<file path="config.mk">
export PLATFORM = sky130hd
export DESIGN_NAME = delayed_periodic_event_timer_top
export DESIGN_NICKNAME = d
export VERILOG_FILES = /design/src/rtl/dpet_pkg.sv /design/src/rtl/dpet_ctrl.sv /design/src/rtl/dpet_dp.sv /design/src/rtl/delayed_periodic_event_timer_top.sv
export SDC_FILE = /design/constraint.sdc
export NUM_CORES = 1
export LEC_CHECK = 0
export BUFFER_PORTS_ARGS = -buffer_cell sky130_fd_sc_hd__buf_2
export CORE_MARGIN = 8
export CORE_UTILIZATION = 40
export DETAILED_ROUTE_END_ITERATION = 8
export RECOVER_POWER = 100
export SKIP_CTS_REPAIR_TIMING = 1
export SLEW_MARGIN = 20
export SYNTH_ARGS = -nofsm -noshare
export SYNTH_HDL_FRONTEND = slang
export SYNTH_HIERARCHICAL = 1
export SYNTH_SLANG_ARGS = --single-unit
</file>
<file path="constraint.sdc">
create_clock -name clk_i -period 7.3 [get_ports clk_i]
set_input_delay 0.365 -clock clk_i [delete_from_list [all_inputs] [get_ports clk_i]]
set_output_delay 0.365 -clock clk_i [all_outputs]
set_load 0.1 [all_outputs]
</file>
<file path="src/rtl/dpet_pkg.sv">
`timescale 1ns / 1ps
// ----------------------------------------------------------------------------
// Delayed periodic event timer package
// Shared codes, widths and the command and status bundles that pass between
// the controller and the datapath.
// ----------------------------------------------------------------------------
package dpet_pkg;

  // Field widths.
  localparam int unsigned CfgW     = 31;
  localparam int unsigned DtW      = 32;
  localparam int unsigned GoalW    = 32;
  localparam int unsigned ElapsedW = 33;
  localparam int unsigned CountW   = 32;
  localparam int unsigned CfgIdxW  = 2;
  localparam int unsigned CfgDataW = 32;

  // The restoring divider produces one quotient bit per step.
  localparam int unsigned DivSteps = ElapsedW;
  localparam int unsigned DivCntW  = $clog2(DivSteps);

  // Operation codes.
  localparam logic [1:0] OP_TICK    = 2'd0;
  localparam logic [1:0] OP_SERVICE = 2'd1;
  localparam logic [1:0] OP_SET     = 2'd2;
  localparam logic [1:0] OP_RESTART = 2'd3;

  // Run status codes.
  localparam logic [1:0] ST_PLAY    = 2'd0;
  localparam logic [1:0] ST_PAUSED  = 2'd1;
  localparam logic [1:0] ST_ABORTED = 2'd2;

  // Configuration register indexes.
  localparam logic [CfgIdxW-1:0] CFG_FIRST_DELAY = 2'd0;
  localparam logic [CfgIdxW-1:0] CFG_PERIOD      = 2'd1;
  localparam logic [CfgIdxW-1:0] CFG_LOOPED      = 2'd2;

  // Configuration reset values.
  localparam logic [CfgW-1:0] FIRST_DELAY_RST = '0;
  localparam logic [CfgW-1:0] PERIOD_RST      = 31'd1000;

  // Controller states.
  typedef enum logic [1:0] {
    S_IDLE,
    S_EXEC,
    S_DIV,
    S_FIN
  } ctrl_state_e;

  // Commands from the controller to the datapath.
  typedef struct packed {
    logic load;         // capture the accepted beat and the current goal
    logic start_div;    // seed the divider with the new elapsed time
    logic div_step;     // one restoring division step
    logic commit_exec;  // write back an operation that needs no division
    logic commit_div;   // write back the result of an expiry
  } dpet_cmd_t;

  // Status from the datapath to the controller.
  typedef struct packed {
    logic need_div;     // the tick reached the goal and must divide
  } dpet_sts_t;

endpackage

</file>
<file path="src/rtl/dpet_ctrl.sv">
`timescale 1ns / 1ps
// ----------------------------------------------------------------------------
// Delayed periodic event timer controller
// Sequences one item at a time through execute, divide and write back, and
// owns the input stall and the output valid flag.
// ----------------------------------------------------------------------------
module dpet_ctrl
  import dpet_pkg::*;
(
  input  logic      clk_i,
  input  logic      rst_ni,
  input  logic      in_valid_i,
  output logic      in_stall_o,
  output logic      out_valid_o,
  input  logic      out_stall_i,
  input  dpet_sts_t sts_i,
  output dpet_cmd_t cmd_o
);

  ctrl_state_e         state_q, state_d;
  logic [DivCntW-1:0]  cnt_q, cnt_d;
  logic                out_valid_q, out_valid_d;
  logic                out_free;
  logic                div_last;

  // The result register can take a new beat when empty or being drained.
  assign out_free = !out_valid_q || !out_stall_i;
  assign div_last = (cnt_q == DivCntW'(DivSteps - 1));

  // Next state.
  always_comb begin
    state_d = state_q;
    case (state_q)
      S_IDLE: begin
        if (in_valid_i) begin
          state_d = S_EXEC;
        end
      end
      S_EXEC: begin
        if (sts_i.need_div) begin
          state_d = S_DIV;
        end else if (out_free) begin
          state_d = S_IDLE;
        end
      end
      S_DIV: begin
        if (div_last) begin
          state_d = S_FIN;
        end
      end
      S_FIN: begin
        if (out_free) begin
          state_d = S_IDLE;
        end
      end
      default: begin
        state_d = S_IDLE;
      end
    endcase
  end

  // Outputs and commands.
  always_comb begin
    cmd_o      = '0;
    in_stall_o = 1'b1;
    case (state_q)
      S_IDLE: begin
        in_stall_o = 1'b0;
        cmd_o.load = in_valid_i;
      end
      S_EXEC: begin
        cmd_o.start_div   = sts_i.need_div;
        cmd_o.commit_exec = !sts_i.need_div && out_free;
      end
      S_DIV: begin
        cmd_o.div_step = 1'b1;
      end
      S_FIN: begin
        cmd_o.commit_div = out_free;
      end
      default: begin
        cmd_o = '0;
      end
    endcase
  end

  // Step counter for the divider.
  always_comb begin
    cnt_d = cnt_q;
    if (cmd_o.start_div) begin
      cnt_d = '0;
    end else if (cmd_o.div_step) begin
      cnt_d = cnt_q + 1'b1;
    end
  end

  // Output valid flag follows result loads and downstream takes.
  always_comb begin
    out_valid_d = out_valid_q;
    if (cmd_o.commit_exec || cmd_o.commit_div) begin
      out_valid_d = 1'b1;
    end else if (!out_stall_i) begin
      out_valid_d = 1'b0;
    end
  end

  assign out_valid_o = out_valid_q;

  always_ff @(posedge clk_i or negedge rst_ni) begin
    if (!rst_ni) begin
      state_q     <= S_IDLE;
      cnt_q       <= '0;
      out_valid_q <= 1'b0;
    end else begin
      state_q     <= state_d;
      cnt_q       <= cnt_d;
      out_valid_q <= out_valid_d;
    end
  end

endmodule

</file>
<file path="src/rtl/dpet_dp.sv">
`timescale 1ns / 1ps
// ----------------------------------------------------------------------------
// Delayed periodic event timer datapath
// Holds configuration, timer state, the captured beat, a restoring divider
// for expiries, and the result register.
// ----------------------------------------------------------------------------
module dpet_dp
  import dpet_pkg::*;
(
  input  logic                clk_i,
  input  logic                rst_ni,
  // Configuration writes
  input  logic                cfg_we_i,
  input  logic [CfgIdxW-1:0]  cfg_index_i,
  input  logic [CfgDataW-1:0] cfg_data_i,
  // Input beat
  input  logic [1:0]          operation_i,
  input  logic [DtW-1:0]      dt_i,
  input  logic                call_once_i,
  input  logic [1:0]          new_status_i,
  // Result beat
  output logic [1:0]          status_o,
  output logic [CountW-1:0]   pending_count_o,
  output logic                ready_res_o,
  output logic [CountW-1:0]   fire_count_o,
  // Control
  input  dpet_cmd_t           cmd_i,
  output dpet_sts_t           sts_o
);

  // Configuration registers
  logic [CfgW-1:0] first_delay_q;
  logic [CfgW-1:0] period_q;
  logic            looped_q;

  // Timer state
  logic [1:0]          status_q, status_d;
  logic [ElapsedW-1:0] elapsed_q, elapsed_d;
  logic                phase_q, phase_d;
  logic [CountW-1:0]   pending_q, pending_d;

  // Captured beat and goal
  logic [1:0]       op_q;
  logic [DtW-1:0]   dt_q;
  logic             once_q;
  logic [1:0]       ns_q;
  logic [GoalW-1:0] goal_q, goal_d;

  // Divider
  logic [ElapsedW-1:0] quo_q;
  logic [GoalW-1:0]    rem_q;
  logic [ElapsedW-1:0] trial;
  logic [ElapsedW-1:0] trial_sub;
  logic                trial_ge;

  // Results of operations that need no division
  logic [ElapsedW:0]   sum_full;
  logic [ElapsedW-1:0] sum;
  logic                playing;
  logic [1:0]          ex_status;
  logic [ElapsedW-1:0] ex_elapsed;
  logic                ex_phase;
  logic [CountW-1:0]   ex_pending;
  logic [CountW-1:0]   ex_fire;

  // Expiry write-back
  logic [CountW+1:0]   pend_sum;
  logic [CountW-1:0]   div_pending;

  logic [CfgW-1:0]     period_eff;
  logic                commit;

  assign commit = cmd_i.commit_exec || cmd_i.commit_div;

  // Configuration write port.
  always_ff @(posedge clk_i or negedge rst_ni) begin
    if (!rst_ni) begin
      first_delay_q <= FIRST_DELAY_RST;
      period_q      <= PERIOD_RST;
      looped_q      <= 1'b1;
    end else if (cfg_we_i) begin
      case (cfg_index_i)
        CFG_FIRST_DELAY: first_delay_q <= cfg_data_i[CfgW-1:0];
        CFG_PERIOD:      period_q      <= cfg_data_i[CfgW-1:0];
        CFG_LOOPED:      looped_q      <= cfg_data_i[0];
        default: begin
        end
      endcase
    end
  end

  // Goal for the next expiry; a zero period counts as one.
  always_comb begin
    period_eff = (period_q == '0) ? CfgW'(1) : period_q;
    if (phase_q) begin
      goal_d = GoalW'(first_delay_q) + GoalW'(period_eff);
    end else begin
      goal_d = GoalW'(period_eff);
    end
  end

  // Capture the accepted beat.
  always_ff @(posedge clk_i) begin
    if (cmd_i.load) begin
      op_q   <= operation_i;
      dt_q   <= dt_i;
      once_q <= call_once_i;
      ns_q   <= new_status_i;
      goal_q <= goal_d;
    end
  end

  // Elapsed time after a tick, wrapped to its width.
  assign sum_full = {1'b0, elapsed_q} + (ElapsedW + 1)'(dt_q);
  assign sum      = sum_full[ElapsedW-1:0];
  assign playing  = (status_q == ST_PLAY);

  assign sts_o.need_div = (op_q == OP_TICK) && playing &&
                          (sum >= ElapsedW'(goal_q));

  // Operations that need no division.
  always_comb begin
    ex_status  = status_q;
    ex_elapsed = elapsed_q;
    ex_phase   = phase_q;
    ex_pending = pending_q;
    ex_fire    = '0;
    case (op_q)
      OP_TICK: begin
        if (playing) begin
          ex_elapsed = sum;
        end
      end
      OP_SERVICE: begin
        if (playing) begin
          ex_pending = '0;
          if (!looped_q) begin
            ex_status = ST_ABORTED;
            ex_fire   = CountW'(1);
          end else if (once_q) begin
            ex_fire = CountW'(1);
          end else begin
            ex_fire = pending_q;
          end
        end
      end
      OP_SET: begin
        if (ns_q <= ST_ABORTED) begin
          ex_status = ns_q;
        end
      end
      OP_RESTART: begin
        ex_status  = ST_PLAY;
        ex_elapsed = '0;
        ex_phase   = 1'b1;
      end
      default: begin
      end
    endcase
  end

  // Restoring division step: shift in the next dividend bit and subtract.
  assign trial     = {rem_q, quo_q[ElapsedW-1]};
  assign trial_ge  = (trial >= ElapsedW'(goal_q));
  assign trial_sub = trial - ElapsedW'(goal_q);

  always_ff @(posedge clk_i) begin
    if (cmd_i.start_div) begin
      quo_q <= sum;
      rem_q <= '0;
    end else if (cmd_i.div_step) begin
      quo_q <= {quo_q[ElapsedW-2:0], trial_ge};
      rem_q <= trial_ge ? trial_sub[GoalW-1:0] : trial[GoalW-1:0];
    end
  end

  // Pending count grows by the quotient and saturates.
  assign pend_sum    = (CountW + 2)'(pending_q) + (CountW + 2)'(quo_q);
  assign div_pending = (pend_sum[CountW+1:CountW] != 2'b00) ? '1 :
                       pend_sum[CountW-1:0];

  // Write-back selection.
  always_comb begin
    if (cmd_i.commit_div) begin
      status_d  = status_q;
      elapsed_d = ElapsedW'(rem_q);
      phase_d   = 1'b0;
      pending_d = div_pending;
    end else begin
      status_d  = ex_status;
      elapsed_d = ex_elapsed;
      phase_d   = ex_phase;
      pending_d = ex_pending;
    end
  end

  // Timer state registers.
  always_ff @(posedge clk_i or negedge rst_ni) begin
    if (!rst_ni) begin
      status_q  <= ST_PLAY;
      elapsed_q <= '0;
      phase_q   <= 1'b1;
      pending_q <= '0;
    end else if (commit) begin
      status_q  <= status_d;
      elapsed_q <= elapsed_d;
      phase_q   <= phase_d;
      pending_q <= pending_d;
    end
  end

  // Result register.
  always_ff @(posedge clk_i) begin
    if (commit) begin
      status_o        <= status_d;
      pending_count_o <= pending_d;
      ready_res_o     <= (status_d == ST_PLAY) && (pending_d != '0);
      fire_count_o    <= cmd_i.commit_div ? '0 : ex_fire;
    end
  end

endmodule

</file>
<file path="src/rtl/delayed_periodic_event_timer_top.sv">
`timescale 1ns / 1ps
// ----------------------------------------------------------------------------
// Delayed periodic event timer
// Periodic timer with an initial delay that counts missed expiries and
// services them on request.
// ----------------------------------------------------------------------------
// Usage:
//   Input beats (operation, dt, call_once, new_status) are taken when
//   in_valid_i is high and in_stall_o is low. Each beat produces exactly one
//   result beat (status, pending_count, ready_res, fire_count), taken when
//   out_valid_o is high and out_stall_i is low.
//   Configuration is written through cfg_valid_i/cfg_ready_o with a register
//   index (0 first delay, 1 period, 2 looped); cfg_ready_o is always high,
//   and writes belong to idle periods.
//   One item is worked on at a time. Service, set, restart and ticks that do
//   not reach the goal go straight from execute to write-back. A tick that
//   reaches the goal runs the serial restoring divider, one quotient bit per
//   cycle, and then writes back its result.
//   The result register sits between the two sides: a new beat is accepted
//   while a result waits, and only the write-back waits on out_stall_i.
//   Reset clears the timer to playing, elapsed zero, first phase, nothing
//   pending, and loads the default configuration.
// ----------------------------------------------------------------------------
module delayed_periodic_event_timer_top
  import dpet_pkg::*;
(
  input  logic                clk_i,
  input  logic                rst_ni,
  // Configuration write channel
  input  logic                cfg_valid_i,
  output logic                cfg_ready_o,
  input  logic [CfgIdxW-1:0]  cfg_index_i,
  input  logic [CfgDataW-1:0] cfg_data_i,
  // Input channel
  input  logic                in_valid_i,
  output logic                in_stall_o,
  input  logic [1:0]          operation_i,
  input  logic [DtW-1:0]      dt_i,
  input  logic                call_once_i,
  input  logic [1:0]          new_status_i,
  // Output channel
  output logic                out_valid_o,
  input  logic                out_stall_i,
  output logic [1:0]          status_o,
  output logic [CountW-1:0]   pending_count_o,
  output logic                ready_res_o,
  output logic [CountW-1:0]   fire_count_o
);

  dpet_cmd_t cmd;
  dpet_sts_t sts;

  // Configuration writes are always taken.
  assign cfg_ready_o = 1'b1;

  dpet_ctrl u_ctrl (
    .clk_i       (clk_i),
    .rst_ni      (rst_ni),
    .in_valid_i  (in_valid_i),
    .in_stall_o  (in_stall_o),
    .out_valid_o (out_valid_o),
    .out_stall_i (out_stall_i),
    .sts_i       (sts),
    .cmd_o       (cmd)
  );

  dpet_dp u_dp (
    .clk_i           (clk_i),
    .rst_ni          (rst_ni),
    .cfg_we_i        (cfg_valid_i),
    .cfg_index_i     (cfg_index_i),
    .cfg_data_i      (cfg_data_i),
    .operation_i     (operation_i),
    .dt_i            (dt_i),
    .call_once_i     (call_once_i),
    .new_status_i    (new_status_i),
    .status_o        (status_o),
    .pending_count_o (pending_count_o),
    .ready_res_o     (ready_res_o),
    .fire_count_o    (fire_count_o),
    .cmd_i           (cmd),
    .sts_o           (sts)
  );

endmodule

</file>
==> metrics.cfg, run 1 <==
[critical_path]
r2r_slack_ns=0.50
start_kind=register
arrival_ns=7.24
slowest_delay_ns=0.55
crit_top_cell=o21a_1
critical_path_required_ns=7.75
crit_fanout=43
critPathKind=reg2reg
critPathCaptureType=register
cp_top_family=compound AO/OA/AOI/OAI gates
r2r_cells=25
r2r_end=u_dp/pending_q[8]
crit_buf_inv=3
reg2reg_from=u_dp/elapsed_q[0]
slowest_stage=nor3_1

[timing]
finalSetupViolations=0
rsz0062_at_grt=no
setup_tns_ns=0
whs_ns=0.0387
slew_violations=331
hold_viol=0
relSlewSlack_pct=-165
fin_crit_sh_pct=93.1
clock.fmax_mhz=147
clock_skew_ns=0.0339
min_period_ns=6.80
worst_pin_slew_ns=3.97

[drt]
vias=15900
dr.pass1.iters=5
drc_errors=0
drt_iter0_drc=1151
viasPerCell=5.50
antenna_left=0
totalWireLength_mm=53.0
wl_per_cell_um=18.4

[synthesis]
async_flop_share_pct=41.1
syn_area_mm2=0.0209
synth-seq-cells=341
synth_edf_count=169
syn_area_per_cell_um2=10.3
ys_seq_area_share_pct=44.1
synth_top_flop_cell=edfxtp_1
synth_area_leader_cell=edfxtp_1
synth.distinct_cells=89
synth.area.top_cells=edfxtp_1 (24%), dfrtp_1 (16%), ha_1 (9.6%), mux2_2 (7.8%), a21oi_1 (3.7%)
syn-instance-count=2027
synth_top_area_share_pct=24.2
yosys_warnings=6
synth_fp_nets=2268

[cells_and_area]
final_cell_mix=edfxtp_1 (169), ha_1 (161), a21oi_1 (154)
syn_to_final_growth_pct=14.1
final_common_cell=edfxtp_1
finalNetCount=2405
drive_above_1_share_pct=13.8
diodes=0
layout.core_utilization_pct=45.8

[clock_network]
htree_levels=2
clk_latency_ns=0.57
cts_tree=yes
cts-root-buf=clkbuf_16
clkTransAtPathRegs_ns=0.06
clockBufferDepth=3
cts-buffers-inserted=41
clock_sinks=341

[floorplanning]
core-area_mm2=0.0521
fp.dieH_um=245
dieArea_mm2=0.0599
rows=84
ios=146
initial_core_util_pct=40.2
die_w_um=245

[place]
post-dp-hpwl_mm=40.0
finalWeightedCongestion=0.869
portBuffers=143

[grt]
grt_util_all_layers_pct=17.1
grt_pass1_vias=15800
met1_usage_pct=22.2
use_met2_pct=29.4
overflow=0
grt_use_met3_pct=2.68
antenna_found_initial=1
grt.busiest_layer=met2
grt_max_degree=76
grt_pass1_wl_mm=84.2

[outcome]
status=finished with violations
failed_checks=max-capacitance violations, max-slew violations

[worst_hold_path]
min_path_cells=3
min_to=u_dp/first_delay_q[1]
hp-start=cfg_data_i[1]
hold_path_class=in2reg

[flow_run]
cap_violations=6

-- final cells by class --
| type | count | area, um^2 |
|---|---|---|
| fill | 5008 | 28200 |
| multi-input combinational | 1490 | 10900 |
| sequential | 341 | 9230 |
| clock buffer | 56 | 1160 |
| timing repair buffer | 194 | 1070 |
| tap | 688 | 861 |
| inverter | 96 | 368 |
| clock inverter | 19 | 280 |
-- per-layer routing --
| layer | share of wire, % | wire, um | up-vias |
|---|---|---|---|
| met5 | 0 | 0 | - |
| met4 | 2.3 | 1210 | 0 |
| met3 | 5.1 | 2680 | 79 |
| met2 | 48 | 25500 | 398 |
| met1 | 45 | 23600 | 7560 |
| li1 | - | - | 7813 |
-- tightest hold or removal path, cell delays in order --
cell and delay, ns:
buf_2 0.08, nand2_1 0.04, o21ai_0 0.05
-- worst max path at each step --
stage                 startpoint                  to  cells after the start
4_1_cts        u_dp/elapsed_q[0]   u_dp/pending_q[8]                     28
2_1_floorplan  u_dp/elapsed_q[6]  u_dp/pending_q[25]                     25
3_3_place_gp   u_dp/elapsed_q[0]   u_dp/pending_q[6]                     28
6_report       u_dp/elapsed_q[0]   u_dp/pending_q[8]                     25
5_1_grt        u_dp/elapsed_q[0]   u_dp/pending_q[5]                     28
3_5_place_dp   u_dp/elapsed_q[0]   u_dp/pending_q[8]                     28
-- Yosys cell counts (all sizes together), types with 28 or more instances --
| library cell | count |
|---|---|
| a21oi | 157 |
| edfxtp | 169 |
| a21o | 59 |
| dfrtp | 132 |
| o21ai | 91 |
| a22oi | 28 |
| mux2 | 145 |
| and2 | 39 |
| xor2 | 39 |
| inv | 94 |
| xnor2 | 56 |
| dfxtp | 32 |
| a211oi | 30 |
| a31oi | 41 |
| nand2 | 138 |
| nor2 | 126 |
| clkbuf | 80 |
| ha | 161 |
| nor3 | 29 |
| nand3 | 42 |
-- per-stage QoR --
stage	area (um^2)	setup slack [ns]	instances
5_1_grt	23900	0.236	2884
3_5_place_dp	22300	0.808	2776
6_report	23900	0.503	2884
4_1_cts	23700	0.775	2851
2_1_floorplan	20900	0.238	2027
3_3_place_gp	22300	0.895	2776
-- flip-flops by register name (all words and copies together), names as in the netlist, 2 cells and up --
name / cells
u_dp/elapsed_q: 33
u_dp/quo_q: 33
u_dp/dt_q: 32
u_dp/fire_count_o: 32
u_dp/goal_q: 32
u_dp/pending_count_o: 32
u_dp/pending_q: 32
u_dp/rem_q: 32
u_dp/first_delay_q: 31
u_dp/period_q: 31
u_ctrl/cnt_q: 6
u_ctrl/state_q: 2
u_dp/ns_q: 2
u_dp/op_q: 2
u_dp/status_o: 2
u_dp/status_q: 2
-- cells by family (layout without fill, tap and decap cells) --
family                     Yosys count  in the layout  synth area share (%)
AOI/OAI and AO/OA                  535            535                  16.5
and+or+nand+nor                    522            522                  12.5
DFF                                341            341                  44.1
buffers and inverters              196            365                  3.84
muxes                              172            172                  9.09
adders and majority gates          165            165                  10.0
xor gates and xnor gates            95             95                  3.97
other                                1              1                0.0179
Power of run 1 is left out: the tool's default activity adds up to more than one toggle a clock period on the data nets, which glitch-free logic cannot reach.
==> run 2: changes to the inputs <==
--- a/config.mk
+++ b/config.mk
@@ -9,7 +9,7 @@
 export CORE_MARGIN = 8
 export CORE_UTILIZATION = 40
 export DETAILED_ROUTE_END_ITERATION = 8
-export RECOVER_POWER = 100
+export RECOVER_POWER = 25
 export SKIP_CTS_REPAIR_TIMING = 1
 export SLEW_MARGIN = 20
 export SYNTH_ARGS = -nofsm -noshare
==> run 2 against run 1 <==
  * The run still ends with max-capacitance violations, max-slew violations left
  * Highest routed layer unchanged
  * Critical endpoint unchanged
  * Global-route usage did not move
  * Critical path depth fell by 2
  * Die area did not move
  * Non-clock buffer count did not move
  * Sequential share of layout area fell by 0.20 points
  * Hold slack barely moved
  * Setup slack improved by 0.25 ns
  * Count of clock-buffer cells in the layout did not move
  * Cell count did not move
  * Design area rose by 0.53%
==> metrics.cfg, run 2 (synthesized netlist as in run 1, its figures left out) <==
[cells_and_area]
drive_above_1_share_pct=17.9  ; was 13.8%
multi_input_area_mm2=0.0109  ; about the same
final_cell_mix=edfxtp_1 (169), ha_1 (161), a21oi_1 (154)  ; unchanged
syn_to_final_growth_pct=14.7  ; was 14.1%
fillerInstances=4970  ; was 5008
finalNetCount=2405  ; unchanged
largest_registers=u_dp/elapsed_q x33, u_dp/quo_q x33  ; unchanged
ff_latch_area_mm2=0.00923  ; unchanged
final_common_cell=edfxtp_1  ; unchanged
layout.core_utilization_pct=46.1  ; was 45.8%
diodes=0  ; unchanged

[timing]
finalSetupViolations=0  ; unchanged
clock_skew_ns=0.0355  ; was 0.0339 ns
worst_pin_slew_ns=3.60  ; was 3.97 ns
setup_ws_ns=0.758  ; was 0.503 ns
slew_violations=208  ; was 331
rsz0062_at_grt=no  ; unchanged
clock.fmax_mhz=153  ; was 147 MHz
min_period_ns=6.54  ; was 6.80 ns
fin_crit_sh_pct=89.6  ; was 93.1%
hold_viol=0  ; unchanged
setup_tns_ns=0  ; unchanged
relSlewSlack_pct=-140  ; was -165%

[grt]
overflow=0  ; unchanged
grt_pass1_vias=15800  ; unchanged
antenna_found_initial=1  ; unchanged
grt_max_degree=76  ; unchanged
grt_util_all_layers_pct=17.1  ; unchanged
grt_pass1_wl_mm=84.2  ; unchanged

[place]
post-dp-hpwl_mm=40.0  ; unchanged
finalWeightedCongestion=0.869  ; unchanged
portBuffers=143  ; unchanged
place_ws_ns=0.808  ; unchanged

[critical_path]
critPathCaptureType=register  ; unchanged
crit_fanout=43  ; unchanged
r2r_end=u_dp/pending_q[8]  ; unchanged
reg2reg_from=u_dp/dt_q[3]  ; was u_dp/elapsed_q[0]
cp_top_family=compound AO/OA/AOI/OAI gates  ; unchanged
critical_path_required_ns=7.75  ; about the same
start_kind=register  ; unchanged
r2r_slack_ns=0.76  ; was 0.50 ns
slowest_delay_ns=0.52  ; was 0.55 ns
slowest_stage=nor3_1  ; unchanged
worstPathCellList=ha_1 > a21oi_1 > nor2b_1 > a311o_1 > a2111o_1 > and3_1 > a21o_1 > a41o_1 > o211ai_1 > nand3_1 > o311ai_1 > ha_1 > nand2_1 > or4_1 > nor2_1 > a221oi_1 > o21ai_0 > o21a_1 > nor3_1 > nor2_1 > inv_4 > buf_12 > mux2_2
critPathKind=reg2reg  ; unchanged
arrival_ns=6.99  ; was 7.24 ns
r2r_cells=23  ; was 25
crit_buf_inv=2  ; was 3

[drt]
wl_per_cell_um=18.3  ; was 18.4 um
vias=15800  ; was 15900
drc_errors=0  ; unchanged
antenna_left=0  ; unchanged
drt_iter0_drc=1096  ; was 1151
dr.pass1.iters=5  ; unchanged
viasPerCell=5.48  ; was 5.50
totalWireLength_mm=52.9  ; was 53.0 mm

[floorplanning]
die_w_um=245  ; unchanged
rows=84  ; unchanged
fp.dieH_um=245  ; unchanged
initial_core_util_pct=40.2  ; unchanged
core-area_mm2=0.0521  ; unchanged
ios=146  ; unchanged
dieArea_mm2=0.0599  ; unchanged

[clock_network]
clock_sinks=341  ; unchanged
clkTransAtPathRegs_ns=0.06  ; about the same
cts_tree=yes  ; unchanged
clockBufferDepth=3  ; unchanged
htree_levels=2  ; unchanged
clk_latency_ns=0.57  ; about the same
cts-buffers-inserted=41  ; unchanged
cts-root-buf=clkbuf_16  ; unchanged

[outcome]
status=finished with violations  ; unchanged
failed_checks=max-capacitance violations, max-slew violations  ; unchanged

[worst_hold_path]
hold_path_class=in2reg  ; unchanged
min_path_cells=3  ; unchanged
min_to=u_dp/first_delay_q[1]  ; unchanged
hp-start=cfg_data_i[1]  ; unchanged

[flow_run]
cap_violations=4  ; was 6

==> run 2: cell types whose count changed in the layout (fill, tap and decap cells not counted), moves of 8 or more <==
cell and delta:
and2_0 -19, and2_1 +19, buf_2 +69, clkbuf_1 -73, mux2_1 -8, mux2_2 +8
==> run 2: worst max-delay path by stage <==
stage	start	to	slack, ns	cells after the start
floorplan	u_dp/elapsed_q[6]	u_dp/pending_q[25]	0.24	25
global placement	u_dp/elapsed_q[0]	u_dp/pending_q[6]	0.90	28
detailed placement	u_dp/elapsed_q[0]	u_dp/pending_q[8]	0.81	28
CTS	u_dp/elapsed_q[0]	u_dp/pending_q[8]	0.78	28
global route	u_dp/elapsed_q[0]	u_dp/pending_q[5]	0.41	28
finish	u_dp/dt_q[3]	u_dp/pending_q[8]	0.76	23
==> run 2: layout make-up <==
class	instances	share of cell area (%)
multi-input cells	1490	45.5
flip-flops and latches	341	38.4
repair buffers	194	4.92
clock buffers	56	4.85
well taps	688	3.58
inverters	96	1.53
clock inverters	19	1.17
==> run 2: metrics by stage <==
step	cell area, um^2	std cells	hold slack [ns]
finish	24000	2884	0.0390
global route	24000	2884	0.0430
CTS	23700	2851	-0.199
detailed placement	22300	2776	0.402
global placement	22300	2776	0.394
floorplan	20900	2027	0.0694
==> run 2: worst reg2reg max path: stages (launching register included) <==
cell and delay (ns):
edfxtp_1 0.41, ha_1 0.37, a21oi_1 0.16, nor2b_1 0.08, a311o_1 0.35, a2111o_1 0.41
and3_1 0.26, a21o_1 0.26, a41o_1 0.29, o211ai_1 0.28, nand3_1 0.12, o311ai_1 0.23
ha_1 0.38, nand2_1 0.09, or4_1 0.11, nor2_1 0.04, a221oi_1 0.24, o21ai_0 0.23
o21a_1 0.29, nor3_1 0.52, nor2_1 0.33, inv_4 0.31, buf_12 0.28, mux2_2 0.41
==> run 2: per-layer routing <==
layer,up-vias,global-route usage [%],part of all wire (%)
met2,374,29.4,48
met5,-,0,0
met4,0,4.92,2.3
li1,7819,-,-
met3,77,2.68,4.8
met1,7542,22.2,45
Power of run 2 is left out for the same reason.
==> run 3: changes to the inputs <==
==> constraint.sdc (replaced) <==
create_clock -name clk_i -period 7.3 [get_ports clk_i]
set_input_delay 0.365 -clock clk_i [delete_from_list [all_inputs] [get_ports clk_i]]
set_output_delay 0.365 -clock clk_i [all_outputs]
set_load 0.02 [all_outputs]
==> run 3 against run 2 <==
  * Maximum frequency increased by 0.20%
  * Critical path depth is 4 higher
  * Routed wire length about the same
  * First-iteration DRC count grew 17%
  * Sequential share of layout area about the same
  * The run still ends with max-capacitance violations, max-slew violations left
  * Hold slack improved by 0.0017 ns
  * Cell count unchanged
==> metrics.cfg, run 3 (synthesized netlist as in run 1, its figures left out) <==
[outcome]
status=finished with violations  ; unchanged
failed_checks=max-capacitance violations, max-slew violations  ; unchanged

[drt]
antenna_left=0  ; unchanged
drc_errors=0  ; unchanged
dr.pass1.iters=5  ; unchanged
drt_iter0_drc=1277  ; was 1096
vias=15800  ; about the same
totalWireLength_mm=52.9  ; about the same
wl_per_cell_um=18.3  ; about the same
viasPerCell=5.48  ; about the same

[clock_network]
cts-root-buf=clkbuf_16  ; unchanged
clkTransAtPathRegs_ns=0.06  ; about the same
cts_tree=yes  ; unchanged
clock_sinks=341  ; unchanged
htree_levels=2  ; unchanged
cts-buffers-inserted=41  ; unchanged
clockBufferDepth=3  ; unchanged
clk_latency_ns=0.57  ; about the same

[critical_path]
critPathKind=reg2reg  ; unchanged
critical_path_required_ns=7.74  ; was 7.75 ns
reg2reg_from=u_dp/elapsed_q[0]  ; was u_dp/dt_q[3]
arrival_ns=6.97  ; was 6.99 ns
critPathCaptureType=register  ; unchanged
r2r_slack_ns=0.77  ; was 0.76 ns
crit_path_start=u_dp/elapsed_q[0]  ; was u_dp/dt_q[3]
r2r_end=u_dp/pending_q[8]  ; unchanged
crit_fanout=43  ; unchanged
r2r_cells=27  ; was 23
start_kind=register  ; unchanged

[place]
place_ws_ns=0.808  ; unchanged
post-dp-hpwl_mm=40.0  ; unchanged
finalWeightedCongestion=0.869  ; unchanged
postPlaceCellArea_mm2=0.0223  ; unchanged
portBuffers=143  ; unchanged

[power]
swShare_pct=43.1
p_per_area_mw_per_mm2=514
combPwrFrac_pct=54.5
pwr-share-clk_pct=17.5
internal_power_w=0.00701
p_sw_w=0.00532
vdd_drop_max_v=0.000212
seqPwrFrac_pct=28.1
power.leakage_nw=10.2

[floorplanning]
rows=84  ; unchanged
fp.dieH_um=245  ; unchanged
ios=146  ; unchanged
die_w_um=245  ; unchanged
core-area_mm2=0.0521  ; unchanged
dieArea_mm2=0.0599  ; unchanged
initial_core_util_pct=40.2  ; unchanged

[timing]
worst_pin_slew_ns=3.61  ; was 3.60 ns
min_period_ns=6.53  ; was 6.54 ns
setup_ws_ns=0.772  ; was 0.758 ns
whs_ns=0.0407  ; was 0.0390 ns
relSlewSlack_pct=-141  ; was -140%
setup_tns_ns=0  ; unchanged
fin_crit_sh_pct=89.4  ; was 89.6%
rsz0062_at_grt=no  ; unchanged
finalSetupViolations=0  ; unchanged
clock_skew_ns=0.0358  ; was 0.0355 ns
hold_viol=0  ; unchanged
clock.fmax_mhz=153  ; about the same
slew_violations=132  ; was 208

[worst_hold_path]
min_path_cells=3  ; unchanged
hold_path_class=in2reg  ; unchanged
min_to=u_dp/first_delay_q[1]  ; unchanged
hp-start=cfg_data_i[1]  ; unchanged

[cells_and_area]
diodes=0  ; unchanged
fillerInstances=4973  ; was 4970
multi_input_area_mm2=0.0109  ; unchanged
final_area_mm2=0.0240  ; about the same
ff_latch_area_mm2=0.00923  ; unchanged
finalNetCount=2405  ; unchanged
layout.core_utilization_pct=46.0  ; was 46.1%
largest_registers=u_dp/elapsed_q x33, u_dp/quo_q x33  ; unchanged
final_cell_mix=edfxtp_1 (169), ha_1 (161), a21oi_1 (154)  ; unchanged
final_common_cell=edfxtp_1  ; unchanged
drive_above_1_share_pct=17.2  ; was 17.9%
syn_to_final_growth_pct=14.6  ; was 14.7%

[grt]
antenna_found_initial=1  ; unchanged
overflow=0  ; unchanged
grt_pass1_vias=15800  ; unchanged
grt_pass1_wl_mm=84.2  ; unchanged
grt_util_all_layers_pct=17.1  ; unchanged
grt_max_degree=76  ; unchanged

[flow_run]
cap_violations=3  ; was 4

[run 3: cell types whose count changed in the layout (fill, tap and decap cells not counted)]
cell,before,now
buf_6,0,1
clkbuf_2,1,0
clkbuf_1,23,37
buf_2,131,117
[run 3: critical path: stages, from the launching register on]
cell	delay, ns
dfrtp_1	0.35
ha_1	0.19
inv_1	0.06
fa_1	0.41
nor2b_1	0.18
o21a_1	0.15
o21a_1	0.18
o211ai_1	0.18
a21oi_1	0.35
o2111ai_1	0.21
nand3_1	0.16
xor2_1	0.29
ha_1	0.31
nand3_1	0.12
nor2_1	0.06
nand2_1	0.08
nor3_1	0.08
a221o_1	0.33
nor3_1	0.18
o21ai_0	0.11
a21oi_1	0.14
o21ai_0	0.17
o21a_1	0.28
nor3_1	0.52
nor2_1	0.32
inv_4	0.31
buf_12	0.27
mux2_2	0.36
[run 3: final cells by class]
| class | instances | share of cell area (%) |
|---|---|---|
| multi-input combinational | 1490 | 45.5 |
| sequential | 341 | 38.5 |
| timing repair buffer | 194 | 4.87 |
| clock buffer | 56 | 4.85 |
| tap | 688 | 3.59 |
| inverter | 96 | 1.53 |
| clock inverter | 19 | 1.17 |
[run 3: per-layer routing]
layer  share of wire [%]  wire length [um]  track usage, %  vias up
met5                   0                 0               0        -
met4                 2.3              1240            4.92        0
met3                 4.8              2530            2.68       78
met2                  48             25500            29.4      374
met1                  45             23700            22.2     7541
li1                    -                 -               -     7818
[run 3: worst max path at each step]
stage / end / slack, ns / depth (start not counted)
after detailed placement: u_dp/pending_q[8] / 0.81 / 28
final: u_dp/pending_q[8] / 0.77 / 27
after CTS: u_dp/pending_q[8] / 0.78 / 28
after global placement: u_dp/pending_q[6] / 0.90 / 28
after floorplan: u_dp/pending_q[25] / 0.24 / 25
after global routing: u_dp/pending_q[5] / 0.41 / 28
[run 3: power groups by stage]
stage | clock network, W | logic [W] | registers, W
final | 0.00215 | 0.00672 | 0.00346
after global routing | 0.00230 | 0.00745 | 0.00355
after CTS | 0.00221 | 0.00670 | 0.00346
after detailed placement | 0 | 0.00666 | 0.00349
after global placement | 0 | 0.00653 | 0.00348
after floorplan | 0 | 0.00491 | 0.00354
[run 3: stage by stage]
stage / total power, W / cells
2_1_floorplan: 0.00846 / 2027
4_1_cts: 0.0124 / 2851
3_3_place_gp: 0.0100 / 2776
6_report: 0.0123 / 2884
3_5_place_dp: 0.0102 / 2776
5_1_grt: 0.0133 / 2884
Note: power is estimated with default switching activity, not from simulation.
